--- config.mk ---
export PLATFORM = sky130hd
export DESIGN_NAME = modbus_write_register_framer_core
export DESIGN_NICKNAME = d
export VERILOG_FILES = /design/src/design/mwrf_pkg.sv /design/src/design/modbus_write_register_framer_core.sv
export SDC_FILE = /design/constraint.sdc
export NUM_CORES = 1
export LEC_CHECK = 0
export ABC_AREA = 1
export BUFFER_PORTS_ARGS = -buffer_cell sky130_fd_sc_hd__buf_2
export CAP_MARGIN = 20
export CORE_MARGIN = 1.5
export CORE_UTILIZATION = 55
export DETAILED_ROUTE_END_ITERATION = 6
export PLACE_DENSITY = 0.79
export SLEW_MARGIN = 0
export SYNTH_ARGS = -nofsm -noshare
export SYNTH_HDL_FRONTEND = slang
export SYNTH_SLANG_ARGS = --single-unit
export TNS_END_PERCENT = 5
--- constraint.sdc ---
create_clock -name clk_i -period 5.06 [get_ports clk_i]
set_clock_uncertainty 0.15 [all_clocks]
set_input_delay 0 -clock clk_i [delete_from_list [all_inputs] [get_ports clk_i]]
set_output_delay 0 -clock clk_i [all_outputs]
set_load 0.02 [all_outputs]
--- src/design/mwrf_pkg.sv ---
// package for the modbus write-register framer
// holds the sequencer state type, frame constants and the crc-16 byte update
// no dependencies
`default_nettype none

package mwrf_pkg;

  typedef enum logic {
    ST_IDLE,
    ST_SEND
  } mwrf_state_e;

  localparam int unsigned FrameLen = 8;
  localparam int unsigned CrcLen   = 6;

  localparam logic [7:0]  FuncWriteSingle = 8'h06;
  localparam logic [7:0]  PageReset       = 8'h20;
  localparam logic [15:0] CrcPoly         = 16'hA001;
  localparam logic [15:0] CrcInit         = 16'hFFFF;

  // frame positions
  localparam logic [2:0] PosAddr   = 3'd0;
  localparam logic [2:0] PosFunc   = 3'd1;
  localparam logic [2:0] PosPage   = 3'd2;
  localparam logic [2:0] PosRegLo  = 3'd3;
  localparam logic [2:0] PosValHi  = 3'd4;
  localparam logic [2:0] PosValLo  = 3'd5;
  localparam logic [2:0] PosCrcLo  = 3'd6;
  localparam logic [2:0] PosCrcHi  = 3'd7;

  // reflected crc-16, one byte folded in, eight shift steps
  function automatic logic [15:0] crc_byte(input logic [15:0] crc, input logic [7:0] b);
    logic [15:0] c;
    c = crc ^ {8'h00, b};
    for (int i = 0; i < 8; i++) begin
      if (c[0]) begin
        c = (c >> 1) ^ CrcPoly;
      end else begin
        c = c >> 1;
      end
    end
    return c;
  endfunction

endpackage

`default_nettype wire

--- src/design/modbus_write_register_framer_core.sv ---
// modbus rtu write-single-register framer, top level
// depends on mwrf_pkg for constants, state type and the crc byte update
// Usage:
//   input channel (in_valid_i/in_ready_o) carries one transaction: device
//   address, register low byte and the 16-bit value to write.
//   output channel (out_valid_o/out_ready_i) returns the eight frame bytes in
//   transmission order: address, 0x06, register page, register low, value
//   high, value low, crc low, crc high; byte_index_o gives the position and
//   last_byte_o marks the crc high byte.
//   config channel (cfg_valid_i/cfg_ready_o) writes the register page byte;
//   it is always ready and is meant to be written only while the block idles.
// Latency and throughput:
//   the first byte is valid the cycle after the input transaction. one byte
//   leaves per cycle while out_ready_i is high; the next input transaction is
//   taken together with the last byte of the current frame, so frames run
//   back to back. the crc is folded in byte by byte by a single crc unit as
//   each of the first six bytes is handed over.
// Reset: page returns to 0x20, the sequencer idles with no byte pending.
// Stall: while out_ready_i is low during a frame the current byte holds and no
//   new input transaction is taken.
`default_nettype none

module modbus_write_register_framer_core
  import mwrf_pkg::*;
(
  input  wire logic        clk_i,
  input  wire logic        rst_ni,
  // configuration
  input  wire logic        cfg_valid_i,
  output logic             cfg_ready_o,
  input  wire logic [7:0]  cfg_data_i,
  // input transactions
  input  wire logic        in_valid_i,
  output logic             in_ready_o,
  input  wire logic [7:0]  device_address_i,
  input  wire logic [7:0]  register_low_i,
  input  wire logic [15:0] register_value_i,
  // output transactions
  output logic             out_valid_o,
  input  wire logic        out_ready_i,
  output logic [7:0]       frame_byte_o,
  output logic [2:0]       byte_index_o,
  output logic             last_byte_o
);

  mwrf_state_e state_q, state_d;
  logic [2:0]  pos_q, pos_d;
  logic [15:0] crc_q, crc_d;
  logic [7:0]  page_q;
  logic [7:0]  addr_q;
  logic [7:0]  reg_lo_q;
  logic [15:0] value_q;

  logic in_fire;
  logic out_fire;
  logic [7:0] cur_byte;

  // config register, always accepted
  assign cfg_ready_o = 1'b1;

  always_ff @(posedge clk_i or negedge rst_ni) begin
    if (!rst_ni) begin
      page_q <= PageReset;
    end else if (cfg_valid_i && cfg_ready_o) begin
      page_q <= cfg_data_i;
    end
  end

  // byte selection for the current position
  always_comb begin
    unique case (pos_q)
      PosAddr:  cur_byte = addr_q;
      PosFunc:  cur_byte = FuncWriteSingle;
      PosPage:  cur_byte = page_q;
      PosRegLo: cur_byte = reg_lo_q;
      PosValHi: cur_byte = value_q[15:8];
      PosValLo: cur_byte = value_q[7:0];
      PosCrcLo: cur_byte = crc_q[7:0];
      PosCrcHi: cur_byte = crc_q[15:8];
      default:  cur_byte = addr_q;
    endcase
  end

  assign out_valid_o  = (state_q == ST_SEND);
  assign frame_byte_o = cur_byte;
  assign byte_index_o = pos_q;
  assign last_byte_o  = (pos_q == PosCrcHi);

  assign out_fire = out_valid_o && out_ready_i;
  // idle, or handing over the last byte of the frame this cycle
  assign in_ready_o = (state_q == ST_IDLE) || (out_fire && last_byte_o);
  assign in_fire    = in_valid_i && in_ready_o;

  // sequencer and shared crc unit
  always_comb begin
    state_d = state_q;
    pos_d   = pos_q;
    crc_d   = crc_q;
    if (in_fire) begin
      state_d = ST_SEND;
      pos_d   = PosAddr;
      crc_d   = CrcInit;
    end else if (out_fire) begin
      if (last_byte_o) begin
        state_d = ST_IDLE;
        pos_d   = PosAddr;
      end else begin
        pos_d = pos_q + 3'd1;
      end
      // fold the header and data bytes, hold the finished crc
      if (pos_q < PosCrcLo) begin
        crc_d = crc_byte(crc_q, cur_byte);
      end
    end
  end

  always_ff @(posedge clk_i or negedge rst_ni) begin
    if (!rst_ni) begin
      state_q <= ST_IDLE;
      pos_q   <= PosAddr;
      crc_q   <= CrcInit;
    end else begin
      state_q <= state_d;
      pos_q   <= pos_d;
      crc_q   <= crc_d;
    end
  end

  // payload capture, no reset needed
  always_ff @(posedge clk_i) begin
    if (in_fire) begin
      addr_q   <= device_address_i;
      reg_lo_q <= register_low_i;
      value_q  <= register_value_i;
    end
  end

`ifndef SYNTHESIS
  // a new frame always starts at position zero
  a_start_pos: assert property (@(posedge clk_i) disable iff (!rst_ni)
    in_fire |=> (out_valid_o && byte_index_o == PosAddr))
    else $error("frame did not start at byte zero");

  // input is only taken mid-frame together with the last byte
  a_overlap: assert property (@(posedge clk_i) disable iff (!rst_ni)
    (out_valid_o && in_ready_o) |-> (out_ready_i && byte_index_o == PosCrcHi))
    else $error("input taken in the middle of a frame");

  // function code sits at position one
  a_func: assert property (@(posedge clk_i) disable iff (!rst_ni)
    (out_valid_o && byte_index_o == PosFunc) |-> (frame_byte_o == FuncWriteSingle))
    else $error("wrong function code");

  // positions advance by one per handed-over byte within a frame
  a_advance: assert property (@(posedge clk_i) disable iff (!rst_ni)
    (out_fire && !last_byte_o) |=> (byte_index_o == $past(byte_index_o) + 3'd1))
    else $error("byte position skipped");
`endif

endmodule

`default_nettype wire
==> flow_metrics.env <==
export IMPL_status="finished, violations left"
export IMPL_violations="design-rule violations"
export IMPL_r2r_end="crc_q[0]"
export IMPL_grt_usage_pct=31.9
export IMPL_dp_cells=488
export IMPL_vias_per_cell=5.53
export IMPL_final_cells=557
export IMPL_r2r_start="byte_index_o[2]"
export IMPL_ys_seq_area_share_pct=52.4
export IMPL_grt_pass1_vias=3043
export IMPL_start_util_pct=57.7
export IMPL_report_final_slew_viol_count=0
export IMPL_cp_start_kind="flop"
export IMPL_clock_path_buffers=2
export IMPL_synthTopCellsByArea="edfxtp_1, dfstp_2, nand2_1"
export IMPL_period_needed_ps=3470
export IMPL_cts_resized_gates=0
export IMPL_path_clk_slew_ps=70
export IMPL_r2r_slack_ps=1590
export IMPL_worstPathRequired_ps=5180
export IMPL_h_tree_depth=3
export IMPL_reg2reg_depth=19
export IMPL_period_share_pct=68.5
export IMPL_p_leak_nw=2.04
export IMPL_tritoncts="yes"
export IMPL_core_um2=5570
export IMPL_grt_antenna_before_repair=0
export IMPL_ios=60
export IMPL_fin_nets=531
export IMPL_gr_total_overflow=0
export IMPL_hold_start="out_ready_i"
export IMPL_yosys_area_top_type_share_pct=29.9
export IMPL_synth_top_area_cell="edfxtp_1"
export IMPL_area_delta_synth_final_pct=31.7
export IMPL_grt_pass1_wl_mm=14.8
export IMPL_synth_edf_count=32
export IMPL_cts_setup_buffers=0
export IMPL_vias=3078
export IMPL_port_buffers=58
export IMPL_syn_nets=416
export IMPL_gp_congestion=0.933
export IMPL_hold_end="byte_index_o[1]"
export IMPL_holdPathStages=4
export IMPL_setup_viol=0
export IMPL_drt_pass1_iterations=7
export IMPL_ys_async_sr_fraction_pct=46.7
export IMPL_clock_latency_ps=340
export IMPL_cts_buffers=9
export IMPL_grt_start_max_net_pins=35
export IMPL_drt_wirelength_per_cell_um=16.6
export IMPL_wl_mm=9.26
export IMPL_hpwl_mm=5.51
export IMPL_maxCapViolCount=0
export IMPL_peakVddDrop_mv=0.389
export IMPL_syn_area_per_cell_um2=8.81
export IMPL_arrival_ps=3590
export IMPL_drive_gt1_share_pct=26.0
export IMPL_finalSetupTns_ps=0
export IMPL_regArea_um2=1680
export IMPL_rows=27
export IMPL_cp_max_fo=19
export IMPL_critPathKind="reg -> reg"
export IMPL_dieHeight_um=79.4
export IMPL_num_antenna_cells=0
export IMPL_ys_types=31
export IMPL_hold_class="in -> reg"
export IMPL_endpoint_kind="flop"
export IMPL_synth_warning_count=0
export IMPL_drc=1
export IMPL_worst_pin_slew_ps=718
export IMPL_die_area_um2=6310
export IMPL_syn_area_um2=3210
export IMPL_synth_cells=365
export IMPL_fillers=378
export IMPL_power_density_nw_per_um2=713
export IMPL_fmax_mhz=288
export IMPL_die_x_um=79.4
export IMPL_ys_seq_elements=60
export IMPL_hold_violations=0
export IMPL_clk_root_buffer_cell="clkbuf_8"
export IMPL_clkSinkCount=60
export IMPL_rsz0062_at_grt="no"
export IMPL_synthFlopType="edfxtp_1"
export IMPL_ant_nets=0
export IMPL_drtIter0Drc=353
export IMPL_hold_buffers=53
export IMPL_multi_input_area_um2=1280
export IMPL_slew_headroom_pct=51.9
[cell usage in the layout, fill, tap and decap left out, types with 6 or more instances in the layout]
cell,instances
dfstp_2,17
clkbuf_8,9
mux2_2,6
inv_1,44
buf_2,58
edfxtp_1,32
nand2_1,95
a21oi_1,9
o21ai_0,9
o22ai_1,11
ha_1,6
dfrtp_1,11
dlygate4sd3_1,53
nand3_1,43
nand2_2,14
nor2_1,29
[critical path, stage by stage (launching register included)]
cell and delay [ps]:
dfrtp_1 790, inv_2 190, ha_1 400, nor2_4 190, nand3_4 200, or2_1 310, nand2_1 130, nand2_1 80
nand2_1 140, nand2_1 70, nand2_1 90, nand2_1 70, nand2_2 90, inv_2 40, nand2_2 70, nand3_1 110
nand3_2 90, nand3_1 80, nand2_1 90, inv_1 40
[cells in the mapped netlist, drive strengths merged (7+ instances only)]
cell type / instances
o22ai: 11
buf: 7
or2: 8
nor2: 32
nand2: 109
dfstp: 17
inv: 49
edfxtp: 32
nand3: 47
a21oi: 9
dfrtp: 11
o21ai: 13
[report_power, final]
part | total [W] | internal, W | leakage, nW | switching, W
Clock | 0.000363 | 0.000175 | 0.0791 | 0.000188
Combinational | 0.00186 | 0.000620 | 1.36 | 0.00124
Sequential | 0.000792 | 0.000673 | 0.596 | 0.000119
Total | 0.00302 | 0.00147 | 2.04 | 0.00155
[cell families (layout without fill, tap and decap cells)]
logic type	Yosys count	count (layout)	synth area share [%]
AND/OR/NAND/NOR	197	197	28.3
flip-flops	60	60	52.4
buffers and inverters	58	178	7.98
AO/OA/AOI/OAI	34	34	5.96
adder cells (fa/ha/maj)	6	6	2.34
multiplexers	6	6	2.10
XOR/XNOR	3	3	0.818
other	1	1	0.117
[worst max path at each step]
stage	startpoint	endpoint	slack (ps)	cells after the start
finish	byte_index_o[2]	crc_q[0]	1590	19
global route	byte_index_o[2]	crc_q[0]	1420	19
CTS	byte_index_o[2]	crc_q[0]	1810	19
detailed placement	byte_index_o[2]	crc_q[0]	1840	19
global placement	byte_index_o[2]	crc_q[14]	1930	7
floorplan	byte_index_o[0]	crc_q[11]	1070	10
[per-layer routing]
layer	up-vias	share of wire, %	routed length, um	GRT usage [%]
li1	1419	-	-	-
met1	1415	37	3390	38.1
met2	216	51	4740	54.2
met3	28	9.3	861	7.31
met4	0	2.8	259	15.1
met5	-	0	0	0
[final cells by class]
cell class	instances	share of cell area, %
clock buffer	11	3.10
timing repair buffer	112	19.6
clock inverter	5	0.709
sequential	60	39.8
inverter	50	4.43
tap	72	2.13
multi-input combinational	247	30.3
[per-stage QoR]
stage / cell area (um^2) / hold slack [ps] / total power, W / utilization (%) / setup WS, ps
floorplan: 3210 / -446 / 0.00215 / - / 1070
CTS: 4230 / 37.3 / 0.00294 / 75.9 / 1810
detailed placement: 3540 / -85.1 / 0.00254 / 63.5 / 1840
finish: 4230 / 39.4 / 0.00302 / 75.9 / 1590
global route: 4230 / 82.4 / 0.00324 / 75.9 / 1420
global placement: 3540 / -88.5 / 0.00246 / 63.5 / 1930
[sequential cells by signal, indices dropped and copies added (netlist names)]
signal	cells
page_q	8
reg_lo_q	8
addr_q	8
byte_index_o	3
crc_q	16
out_valid_o	1
value_q	16
No activity file was read; power rests on OpenSTA's default activity.
